**src/hdl/dpt_pkg.sv**
```systemverilog
package dpt_pkg;

    // Sizes of the address space and the frame pool (powers of two)
    localparam int NUM_PAGES   = 256;
    localparam int NUM_FRAMES  = 256;
    localparam int OFFSET_BITS = 8;

    localparam int ADDR_W      = 16;
    localparam int PAGE_W      = 8;
    localparam int FRAME_W     = 8;
    localparam int PAGE_BITS   = $clog2(NUM_PAGES);
    localparam int FRAME_BITS  = $clog2(NUM_FRAMES);
    localparam int COUNT_W     = FRAME_BITS + 1;

    localparam int LFSR_W      = 16;
    localparam logic [LFSR_W-1:0] SEED_RESET = 16'd44257;
    localparam logic [LFSR_W-1:0] LFSR_MASK  = 16'hB400;

    localparam int OUT_FIELDS_W = PAGE_W + FRAME_W + ADDR_W + 1 + 1 + PAGE_W;
    localparam int OUT_TDATA_W  = ((OUT_FIELDS_W + 7) / 8) * 8;

    // Controller to datapath commands
    typedef struct packed {
        logic sel_in_addr;    // table read address from the input port
        logic accept;         // capture the incoming address
        logic finish_hit;     // give the result of a table hit
        logic finish_free;    // map the page to the next unused frame
        logic step_lfsr;      // advance the victim generator, read the owner
        logic finish_victim;  // evict the owner and map the page to the victim
    } dpt_cmd_t;

    // Datapath to controller status
    typedef struct packed {
        logic hit;            // page of the held address is mapped
        logic full;           // every frame is in use
    } dpt_sts_t;

endpackage

```
**src/hdl/dpt_ctrl.sv**
```systemverilog
module dpt_ctrl (
    input  logic             clk,
    input  logic             rst_n,
    input  logic             s_tvalid,
    output logic             s_tready,
    output logic             m_tvalid,
    input  logic             m_tready,
    input  dpt_pkg::dpt_sts_t sts,
    output dpt_pkg::dpt_cmd_t cmd
);

    typedef enum logic [2:0] {
        S_IDLE = 3'b001,
        S_LOOK = 3'b010,
        S_VICT = 3'b100
    } state_t;

    state_t state_reg, state_next;
    logic   m_tvalid_reg, m_tvalid_next;
    logic   out_free;
    logic   finish;

    assign out_free = !m_tvalid_reg || m_tready;
    assign s_tready = (state_reg == S_IDLE);
    assign m_tvalid = m_tvalid_reg;
    assign finish   = cmd.finish_hit || cmd.finish_free || cmd.finish_victim;

    // Sequence one lookup: read, then commit or fetch the victim owner
    always_comb
    begin
        state_next        = state_reg;
        cmd               = '0;
        cmd.sel_in_addr   = (state_reg == S_IDLE);
        unique case (state_reg)
            S_IDLE:
            begin
                if (s_tvalid)
                begin
                    cmd.accept = 1'b1;
                    state_next = S_LOOK;
                end
            end
            S_LOOK:
            begin
                if (sts.hit)
                begin
                    if (out_free)
                    begin
                        cmd.finish_hit = 1'b1;
                        state_next     = S_IDLE;
                    end
                end
                else if (!sts.full)
                begin
                    if (out_free)
                    begin
                        cmd.finish_free = 1'b1;
                        state_next      = S_IDLE;
                    end
                end
                else
                begin
                    cmd.step_lfsr = 1'b1;
                    state_next    = S_VICT;
                end
            end
            S_VICT:
            begin
                if (out_free)
                begin
                    cmd.finish_victim = 1'b1;
                    state_next        = S_IDLE;
                end
            end
            default:
            begin
                state_next = S_IDLE;
            end
        endcase
    end

    // Hold the result until the transfer completes
    always_comb
    begin
        if (finish)
        begin
            m_tvalid_next = 1'b1;
        end
        else if (m_tready)
        begin
            m_tvalid_next = 1'b0;
        end
        else
        begin
            m_tvalid_next = m_tvalid_reg;
        end
    end

    always_ff @(posedge clk or negedge rst_n)
    begin
        if (!rst_n)
        begin
            state_reg    <= S_IDLE;
            m_tvalid_reg <= 1'b0;
        end
        else
        begin
            state_reg    <= state_next;
            m_tvalid_reg <= m_tvalid_next;
        end
    end

    a_one_action: assert property (@(posedge clk) disable iff (!rst_n)
        $onehot0({cmd.accept, cmd.finish_hit, cmd.finish_free, cmd.step_lfsr,
                  cmd.finish_victim}))
        else $error("more than one controller action in a cycle");

    a_step_to_vict: assert property (@(posedge clk) disable iff (!rst_n)
        cmd.step_lfsr |=> (state_reg == S_VICT))
        else $error("victim step not followed by the eviction state");

    a_no_overwrite: assert property (@(posedge clk) disable iff (!rst_n)
        (m_tvalid_reg && !m_tready) |-> !finish)
        else $error("result written while the previous one is still waiting");

endmodule

```
**config.mk**
```make
export PLATFORM = sky130hd
export DESIGN_NAME = dpt_ctrl
export DESIGN_NICKNAME = d
export VERILOG_FILES = /design/src/hdl/dpt_pkg.sv /design/src/hdl/dpt_ctrl.sv
export SDC_FILE = /design/constraint.sdc
export NUM_CORES = 1
export LEC_CHECK = 0
export BUFFER_PORTS_ARGS = -buffer_cell sky130_fd_sc_hd__clkbuf_2
export CAP_MARGIN = 30
export CORE_AREA = 2 2 39 41
export DETAILED_ROUTE_END_ITERATION = 7
export DIE_AREA = 0 0 41 43
export PLACE_DENSITY_LB_ADDON = 0.3
export REMOVE_ABC_BUFFERS = 1
export SLEW_MARGIN = 15
export SYNTH_ARGS = -nofsm -noshare
export SYNTH_HDL_FRONTEND = slang
export SYNTH_SLANG_ARGS = --single-unit
```
**constraint.sdc**
```tcl
create_clock -name clk -period 1.4 [get_ports clk]
set_input_delay 0.14 -clock clk [delete_from_list [all_inputs] [get_ports clk]]
set_output_delay 0.14 -clock clk [all_outputs]
set_load 0.02 [all_outputs]
```
==> results by group, run 1 <==
Run status
  • Status: completed

Logic synthesis
  • Post-synthesis sequential area ratio: 36.2%
  • Syn_area_per_cell: approximately 9.3 sq um
  • Post-Syn Area: about 280 sq um
  • Synth Instances: 30
  • Synth cell types: 22
  • Post-synthesis register bit count: 4
  • Total of warnings raised by yosys: 0
  • Top-area cell type share of the netlist area: a little over a quarter
  • Synth area leader: dfrtp_1
  • Synth area leaders: dfrtp_1, dfstp_2, nand2b_1

Setup path
  • Slowest cell on crit path: dfrtp_2
  • Bufs and invs on worst path: 1
  • WP data arrival: about 1.2 ns
  • CP max stage delay: around 0.44 ns
  • CP max FO: 5
  • Crit-path cells: nor3b_4 > nand2_2 > nor3_2 > buf_4
  • Startpoint types: flop
  • Crit end category: output pin
  • CP Data Required Time: 1.26 ns
  • Crit Path Class: reg2out
  • Crit path max-delay family: flip-flops

STA
  • Worst-Margin Slew: 0.210 ns
  • Clock skew: 0.00775 ns
  • # setup viols final: 0
  • Max-Slew Margin vs Limit: between 80 and 90%
  • TNS Setup: 0 ns
  • Tcrit/Tclk final: 98.9%
  • Slew Limit Fails: 0
  • Fin crit period: 1.38 ns
  • RSZ-0062 raised after global routing: true
  • Fin. Hold Viols: 0
  • Achievable clock frequency: roughly 720 MHz

Floorplanning
  • Die area: roughly 0.0018 sq mm
  • Starting density of the core: 20.3%
  • Row count: 14
  • Core area: approximately 0.0014 sq mm
  • I/O pins: 14
  • Die Wd: a little over 40 microns
  • Chip height: 43 microns

Detailed routing
  • Post-DR wirelength/cell: 9.29 microns
  • First-pass detailed-route iteration total: 2
  • Post-route ant nets: 0
  • DR iter-0 viols: 3
  • Final wirelength: between 600 and 700 microns
  • DRC viols: 0
  • DR vias/cell: approximately 4.3
  • Routed vias: between 200 and 300

Place
  • Post-DP HPWL: between 400 and 500 microns
  • Gpl congestion: 0.682
  • Placement Cell Area: between 300 and 400 sq um
  • Buffers added on ports: 13
  • Post-Place Cells: 59

Pwr
  • Leakage: 0.216 nW
  • VDD IR max: 0.362 mV
  • Cell Pwr Density: 1060 mW/mm^2

CTS
  • Clock latency on the worst-skew pair: 0.24 ns
  • Clk buf depth: 2
  • Num CTS Buffers: 3
  • Clk slew on worst S/H paths: 0.04 ns
  • Root Buffer: clkbuf_4
  • Number of H-tree levels: 1
  • CTS tree: done
  • Sink Count: 4

GRT
  • Largest net degree at the start of global routing: 8
  • Number of global-route vias before repair: approximately 280
  • Initial antenna violation count: 0
  • First-pass GRT wire length: around 1000 microns
  • All-Layer GR Usage: between 8 and 9%
  • Grt ovf: 0

Cells and area
  • Layout area overhead: 61.6%
  • Non-Filler Instances: roughly 70
  • Design Area, Final: roughly 450 sq um
  • Nets: a little under 60
  • Antenna cells: 0
  • Fraction of layout cells with a size suffix above 1: 57.7%
  • Number of flip-flops in the largest register: 3
  • # fillers: around 160

Worst hold path
  • Worst Hold Class: in2reg

Run
  • Max-Cap Viols: 0
-- synthesized netlist by cell type, drive strengths merged --
cell type and instances:
dfstp 1, nand2b 3, nor3b 2, nand4b 1, nand2 2, dfrtp 3
buf 1, inv 1, a21oi 2, and3 1, nor2 3, o21ai 1
and2b 1, nor2b 2, a211oi 1, nand3b 1, nor3 3, a32oi 1
-- routing by layer --
| layer | global-route usage (%) | wire length (microns) | vias to the layer above |
|---|---|---|---|
| met1 | 9.09 | 259 | 136 |
| met2 | 14.4 | 333 | 10 |
| met5 | 0 | 0 | - |
| li1 | - | - | 149 |
| met3 | 3.14 | 40 | 0 |
| met4 | 4.00 | 0 | 0 |
-- cell type report --
type / count / area (sq um) / area share [%]
inverters: 1 / 3.75 / 0.829
flip-flops and latches: 4 / 104 / 22.9
repair buffers: 19 / 126 / 27.9
clock buffers: 4 / 26.3 / 5.80
multi-input cells: 24 / 173 / 38.1
well taps: 16 / 20.0 / 4.42
-- cell usage in the layout, fill, tap and decap left out --
cell,n
nor3_2,1
nand4b_1,1
a211oi_2,1
dlygate4sd3_1,1
nor2_1,2
nor2b_1,2
o21ai_1,1
inv_1,1
nor3_1,2
and3_1,1
nor2_2,1
clkbuf_4,3
buf_6,1
buf_2,1
nand2b_1,3
dfrtp_1,1
dfstp_2,1
and2b_1,1
nor3b_4,1
a21oi_1,2
clkbuf_2,8
a32oi_1,1
nand2_2,1
clkbuf_1,1
nand2_1,1
nor3b_2,1
nand3b_1,1
buf_4,8
dfrtp_2,2
-- through the flow --
stage / power [mW] / util, % / hold WS (ns) / setup WS (ns)
final: 0.481 / 32.7 / 0.210 / 0.0155
after global routing: 0.514 / 32.7 / 0.216 / -0.0763
after CTS: 0.489 / 31.9 / 0.210 / -0.0180
after detailed placement: 0.295 / 26.4 / -0.0478 / 0.195
after global placement: 0.295 / 26.4 / -0.0480 / 0.200
after floorplan: 0.245 / - / -0.156 / -0.293
-- worst register-to-register path, delay by kind of cell, from the launching register on --
| kind | cells | cell delay (ns) |
|---|---|---|
| AO/OA/AOI/OAI | 1 | 0.22 |
| AND/OR/NAND/NOR | 1 | 0.05 |
| buffers and inverters | 1 | 0.14 |
| flip-flops | 1 | 0.58 |
-- worst paths after layout --
check | start | end | slack, ns | cells past startpoint
min | s_tvalid | state_reg[1] | 0.21 | 3
min in group asynchronous | rst_n | m_tvalid | 0.24 | 2
max | state_reg[2] | cmd[2] | 0.02 | 4
min reg2reg | state_reg[0] | state_reg[1] | 0.62 | 2
max reg2reg | state_reg[0] | state_reg[0] | 0.33 | 3
max in group asynchronous | rst_n | state_reg[0] | 0.95 | 2
-- repair_timing --
action                                  CTS  global route
endpoints found under the hold margin     4             0
pin swaps                                 3             3
buffers inserted                          4             0
resized for setup                         3            10
hold buffers                              1             0
endpoints found under the setup margin    6             7
-- cells by family after synthesis --
| family | synth area share [%] |
|---|---|
| DFF | 36.2 |
| buffers and inverters | 4.02 |
| and+or+nand+nor | 46.9 |
| AOI/OAI and AO/OA | 12.9 |
-- report_power, final --
| group | internal (mW) | switching (mW) | total, mW |
|---|---|---|---|
| sequential | 0.135 | 0.0201 | 0.156 |
| combinational | 0.0826 | 0.0869 | 0.170 |
| clock | 0.107 | 0.0488 | 0.156 |
No activity file was read; power rests on OpenSTA's default activity.
==> run 2, diff against run 1 <==
Settings changed: ABC_CLOCK_PERIOD_IN_PS set to 1750, PLACE_DENSITY_LB_ADDON 0.3 to 0.08.
Clock period 1.4 ns to 1.75 ns, I/O delays scaled along.
==> run 2 against run 1 <==
Effect of this change:
- die area unchanged
- routed wire length rose by 10%
- clock-buffer cell count stayed put
- design area fell by 13%
- critical path depth did not move
==> results by group, run 2 (synthesis gave the netlist of run 1 again) <==
CTS
  • Setup Fix Bufs, Post-CTS: 0 (-4)
  • Clk buf depth: 2 (unchanged)
  • CTS resizes: 0 (-3)
  • Clk slew on worst S/H paths: 0.04 ns (about the same)
  • Clock latency on the worst-skew pair: 0.24 ns (about the same)
  • Sink Count: 4 (unchanged)
  • Root Buffer: clkbuf_4
  • Number of H-tree levels: 1 (unchanged)
  • Num CTS Buffers: 3 (unchanged)
  • CTS tree: done

GRT
  • First-pass GRT wire length: 1160 microns (+11%)
  • Number of global-route vias before repair: 257 (-7.9%)
  • Grt ovf: 0 (unchanged)
  • Initial antenna violation count: 0 (unchanged)
  • All-Layer GR Usage: 10.6% (+1.9 points)
  • Largest net degree at the start of global routing: 9 (+1)

Setup path
  • Slowest cell on crit path: dfrtp_1
  • WP data arrival: 1.35 ns (+0.11 ns)
  • CP Data Required Time: 1.57 ns (+0.31 ns)
  • Startpoint types: flop
  • Bufs and invs on worst path: 1 (unchanged)
  • Crit end category: output pin
  • CP max FO: 7 (+2)
  • Crit path max-delay family: simple AND/OR/NAND/NOR gates
  • Crit Path Class: reg2out
  • Crit-path cells: nor3b_4 > nand2_2 > nor3_2 > clkbuf_2
  • CP max stage delay: 0.46 ns (+0.02 ns)

Place
  • DP Worst Slack: 0.475 ns (+0.280 ns)
  • Buffers added on ports: 13 (unchanged)
  • Post-Place Cells: 58 (-1.7%)
  • Gpl congestion: 0.722 (+5.7%)
  • Post-DP HPWL: 562 microns (+13%)
  • Placement Cell Area: 358 sq um (-2.1%)

Floorplanning
  • Die area: 0.00176 sq mm (unchanged)
  • Die Wd: 41 microns (unchanged)
  • Chip height: 43 microns (unchanged)
  • I/O pins: 14 (unchanged)
  • Core area: 0.00138 sq mm (unchanged)
  • Row count: 14 (unchanged)
  • Starting density of the core: 20.3% (unchanged)

Detailed routing
  • Post-route ant nets: 0 (unchanged)
  • Met1 WL: 299 microns (+15%)
  • Routed vias: 270 (-8.5%)
  • Post-DR wirelength/cell: 11.0 microns (+19%)
  • First-pass detailed-route iteration total: 5 (+3)
  • Routed wl met2: 333 microns (unchanged)
  • Top routing layer used: met3
  • Final wirelength: 695 microns (+10%)
  • WL met3: 63 microns (+57%)
  • DRC viols: 0 (unchanged)
  • DR iter-0 viols: 3 (unchanged)
  • DR vias/cell: 4.29 (-1.2%)

Run status
  • Status: completed

Pwr
  • Leakage: 0.186 nW (-14%)
  • PnR Total Power: 362 uW (-25%)
  • Cell Pwr Density: 918 mW/mm^2 (-14%)
  • VDD IR max: 0.675 mV (+86%)

STA
  • Fin crit period: 1.52 ns
  • Max-Slew Margin vs Limit: 82.3% (-3.6 points)
  • Hold slack: 0.245 ns (+0.0352 ns)
  • TNS Setup: 0 ns (unchanged)
  • Slew Limit Fails: 0 (unchanged)
  • # setup viols final: 0 (unchanged)
  • Final worst setup slack: 0.229 ns (+0.213 ns)
  • Achievable clock frequency: about 660 MHz
  • Worst-Margin Slew: 0.265 ns (+0.0555 ns)
  • Tcrit/Tclk final: around 87%
  • Fin. Hold Viols: 0 (unchanged)
  • RSZ-0062 raised after global routing: false
  • Clock skew: 0.000778 ns (-0.00697 ns)

Cells and area
  • Layout area overhead: 40.6%
  • Nets: 54 (-8.5%)
  • Design Area, Final: 394 sq um (-13%)
  • Most frequent cells in the layout: clkbuf_2, nand2b_1, clkbuf_4, dfrtp_1
  • Layout Utilization: 28.5% (-4.2 points)
  • Fraction of layout cells with a size suffix above 1: 46.8% (-11 points)
  • Number of flip-flops in the largest register: 3 (unchanged)
  • Antenna cells: 0 (unchanged)
  • Non-Filler Instances: 63 (-7.4%)
  • Commonest non-fill, non-tap cell in the layout: clkbuf_2

Run
  • Max-Cap Viols: 0 (unchanged)

Worst hold path
  • Worst Hold Class: in2reg
## run 2: changes by cell type in the layout (fill, tap and decap cells not counted), sizes merged
cell    change
buf        -10
clkbuf      +5
## run 2: metal layers
metal	vias to the layer above	track usage, %
li1	140	-
met1	118	12.3
met2	12	13.4
met3	0	9.42
met4	0	4.00
met5	-	0
## run 2: path summary, 6_finish.rpt
kind | startpoint | to | slack, ns | cells past startpoint
max | state_reg[2] | cmd[2] | 0.23 | 4
min | s_tvalid | state_reg[1] | 0.25 | 3
max reg2reg | state_reg[0] | state_reg[0] | 0.71 | 3
min reg2reg | state_reg[0] | m_tvalid | 0.59 | 1
max in group asynchronous | rst_n | state_reg[0] | 1.26 | 2
min in group asynchronous | rst_n | state_reg[1] | 0.28 | 2
## run 2: tightest hold or removal path, cell delays in order
cell and delay [ns]:
clkbuf_2 0.08, nand3b_1 0.10, a21oi_1 0.08
## run 2: cell type report
type / instances / area [sq um]
flip-flops and latches: 4 / 101
inverters: 1 / 3.75
repair buffers: 14 / 75.1
well taps: 16 / 20.0
multi-input cells: 24 / 168
fillers: 156 / 990
clock buffers: 4 / 26.3
## run 2: what timing repair did
item	CTS	global route
endpoints found under the hold margin	4	0
hold buffers	1	0
setup endpoints to repair	0	0
## run 2: where the power goes
group	switching, mW	internal [mW]
clock network	0.0404	0.0857
logic	0.0640	0.0449
registers	0.0191	0.108
total	0.124	0.238
==> run 3, diff against run 2 <==
Settings changed: ABC_AREA set to 1, ABC_CLOCK_PERIOD_IN_PS 1750 to unset.
==> run 3 against run 2 <==
Effect of this change:
- non-clock buffer count unchanged
- routed wire length decreased by 8.3%
- sequential power rose by 24%
- area after synthesis down 5.4%
- worst hold slack got worse by 0.022 ns
- design area shrank 3.8%
- worst setup slack gained 0.012 ns
- critical path depth rose by 1
- sequential cell count unchanged
- utilization down 1.1 points
- critical path type unchanged
- largest cell class unchanged
- highest routed layer unchanged
==> results by group, run 3 <==
CTS
  • CTS tree: done
  • CTS resizes: 0 (unchanged)
  • Clk slew on worst S/H paths: 0.04 ns (about the same)
  • Num CTS Buffers: 3 (unchanged)
  • Number of H-tree levels: 1 (unchanged)
  • Clock latency on the worst-skew pair: 0.23 ns (about the same)
  • Sink Count: 4 (unchanged)
  • Root Buffer: clkbuf_4
  • Clk buf depth: 2 (unchanged)

Pwr
  • Leakage: 0.217 nW (+17%)
  • Cell Pwr Density: 1350 mW/mm^2 (+47%)
  • VDD IR max: 0.270 mV (-60%)

Floorplanning
  • I/O pins: 14 (unchanged)
  • Chip height: 43 microns (unchanged)
  • Starting density of the core: 19.2% (-1.1 points)
  • Die Wd: 41 microns (unchanged)
  • Die area: 0.00176 sq mm (unchanged)
  • Core area: 0.00138 sq mm (unchanged)
  • Row count: 14 (unchanged)

Logic synthesis
  • Synth cell types: 14 (-36%)
  • Total of warnings raised by yosys: 0 (unchanged)
  • Top post-synthesis cells by count: nand2_1, inv_1, nor2_1, dfrtp_1, inv_2
  • Top-area cell type share of the netlist area: 28.3% (+1.5 points)
  • Post-synthesis register bit count: 4 (unchanged)
  • Synth area leaders: dfrtp_1, nand2_1, dfstp_2
  • Post-Syn Area: 265 sq um (-5.4%)
  • Post-synthesis sequential area ratio: 38.2% (+2.0 points)
  • Ys flop type: dfrtp_1
  • Syn_area_per_cell: 7.17 sq um (-23%)
  • Synth Instances: 37 (+23%)
  • Post-synth EDFFs: 0 (unchanged)
  • Async set or reset register ratio after synthesis: 100% (unchanged)
  • Most common cell in the netlist: nand2_1
  • Synth area leader: dfrtp_1

Setup path
  • WP data arrival: 1.33 ns (-0.02 ns)
  • Reg2reg path depth: 5 (+2)
  • CP max FO: 3 (-4)
  • R2R Setup Slk: 0.66 ns (-0.05 ns)
  • CP Data Required Time: 1.57 ns (about the same)
  • Crit end category: output pin
  • Crit Path Class: reg2out
  • R2r endpoint: state_reg[0]
  • Reg2reg start: state_reg[0]
  • Startpoint types: flop

GRT
  • Largest net degree at the start of global routing: 6 (-3)
  • All-Layer GR Usage: 8.20% (-2.4 points)
  • Number of global-route vias before repair: 257 (unchanged)
  • Initial antenna violation count: 0 (unchanged)
  • GR Util met3: 0% (-9.4 points)
  • Busiest layer in global routing: met1
  • GR Util met2: 10.9% (-2.5 points)
  • GR Util met1: 12.1% (-0.19 points)
  • Grt ovf: 0 (unchanged)
  • First-pass GRT wire length: 1010 microns (-13%)

Worst hold path
  • Hold Path Sink: state_reg[0]
  • Worst Hold Class: in2reg
  • Critical hold path startpoint: s_tvalid
  • Worst Hold Depth: 4 (+1)

Detailed routing
  • Post-route ant nets: 0 (unchanged)
  • First-pass detailed-route iteration total: 2 (-3)
  • DRC viols: 0 (unchanged)
  • Final wirelength: 637 microns (-8.3%)
  • Post-DR wirelength/cell: 9.10 microns (-18%)
  • DR iter-0 viols: 1 (-2)
  • DR vias/cell: 3.86 (-10%)
  • Routed vias: 270 (unchanged)

Cells and area
  • Most frequent cells in the layout: clkbuf_2, nand2_1, inv_1, nor2_1
  • Number of flip-flops in the largest register: 3 (unchanged)
  • Layout area overhead: 42.9%
  • Antenna cells: 0 (unchanged)
  • Fraction of layout cells with a size suffix above 1: 48.1% (+1.3 points)
  • Commonest non-fill, non-tap cell in the layout: clkbuf_2
  • Design Area, Final: 379 sq um (-3.8%)
  • Nets: 61 (+13%)

STA
  • Fin. Hold Viols: 0 (unchanged)
  • RSZ-0062 raised after global routing: false
  • # setup viols final: 0 (unchanged)
  • Fin crit period: 1.51 ns (-0.0118 ns)
  • Max-Slew Margin vs Limit: 84.6% (+2.3 points)
  • Slew Limit Fails: 0 (unchanged)
  • Final worst setup slack: 0.240 ns (+0.0118 ns)
  • Tcrit/Tclk final: 86.3% (-0.68 points)
  • TNS Setup: 0 ns (unchanged)
  • Achievable clock frequency: 662 MHz (+0.78%)
  • Worst-Margin Slew: 0.231 ns (-0.0341 ns)
  • Clock skew: 0.00558 ns (+0.00480 ns)

Place
  • DP Worst Slack: 0.472 ns (-0.00322 ns)
  • Placement Cell Area: 343 sq um (-4.2%)
  • Post-DP HPWL: 519 microns (-7.5%)
  • Buffers added on ports: 13 (unchanged)
  • Gpl congestion: 0.692 (-4.1%)

Run status
  • Status: completed

Run
  • Max-Cap Viols: 0 (unchanged)
[run 3: cell types whose count changed in the layout (fill, tap and decap cells not counted), moves of 3 or more]
cell	previous run	this run
inv_1	1	4
nand2b_1	3	0
inv_2	0	3
nand2_1	1	11
[run 3: worst max-delay path by stage]
stage,start,cells after the start,end,slack [ns]
floorplan,state_reg[0],4,cmd[4],0.11
global placement,state_reg[0],5,cmd[4],0.47
detailed placement,state_reg[0],5,cmd[4],0.47
CTS,state_reg[0],5,cmd[4],0.21
global route,state_reg[0],5,cmd[4],0.09
finish,state_reg[0],5,cmd[4],0.24
[run 3: cell families (layout without fill, tap and decap cells)]
kind of cell / after synthesis / after routing / share of synthesized area [%]
and+or+nand+nor: 21 / 21 / 41.0
buffers and inverters: 8 / 25 / 12.7
AOI/OAI and AO/OA: 4 / 4 / 8.02
DFF: 4 / 4 / 38.2
[run 3: final cells by class]
class / instances / area (sq um)
multi-input cells: 25 / 130
well taps: 16 / 20.0
flip-flops and latches: 4 / 101
clock buffers: 4 / 26.3
fillers: 159 / 1000
repair buffers: 14 / 75.1
inverters: 7 / 26.3
[run 3: worst max-delay path, cell delays in order (launching register included)]
cell	delay, ns
dfstp_2	0.55
inv_2	0.06
nor3_2	0.16
nand2_1	0.12
inv_1	0.06
clkbuf_2	0.16
[run 3: layer usage]
metal,vias up,routed length (microns)
met5,-,0
met3,0,21
li1,149,-
met2,6,288
met1,115,327
met4,0,0
[run 3: timing repair]
action / 4_1_cts / 5_1_grt
hold endpoints to repair: 4 / 0
buffers inserted: 0 / 0
hold buffers: 1 / 0
[run 3: through the flow]
stage / hold WS [ns] / instances / util (%) / power [mW]
6_report: 0.223 / 70 / 27.4 / 0.512
5_1_grt: 0.262 / 70 / 27.4 / 0.563
4_1_cts: 0.219 / 70 / 27.4 / 0.524
3_5_place_dp: -0.0131 / 65 / 24.8 / 0.389
3_3_place_gp: -0.0141 / 65 / 24.8 / 0.397
2_1_floorplan: -0.121 / 36 / - / 0.314
[run 3: where the power goes]
| part | switching (mW) | leakage, nW | internal (mW) |
|---|---|---|---|
| Combinational | 0.159 | 0.151 | 0.0718 |
| Clock | 0.0383 | 0.0150 | 0.0856 |
| Sequential | 0.0286 | 0.0508 | 0.128 |
| Total | 0.226 | 0.217 | 0.286 |
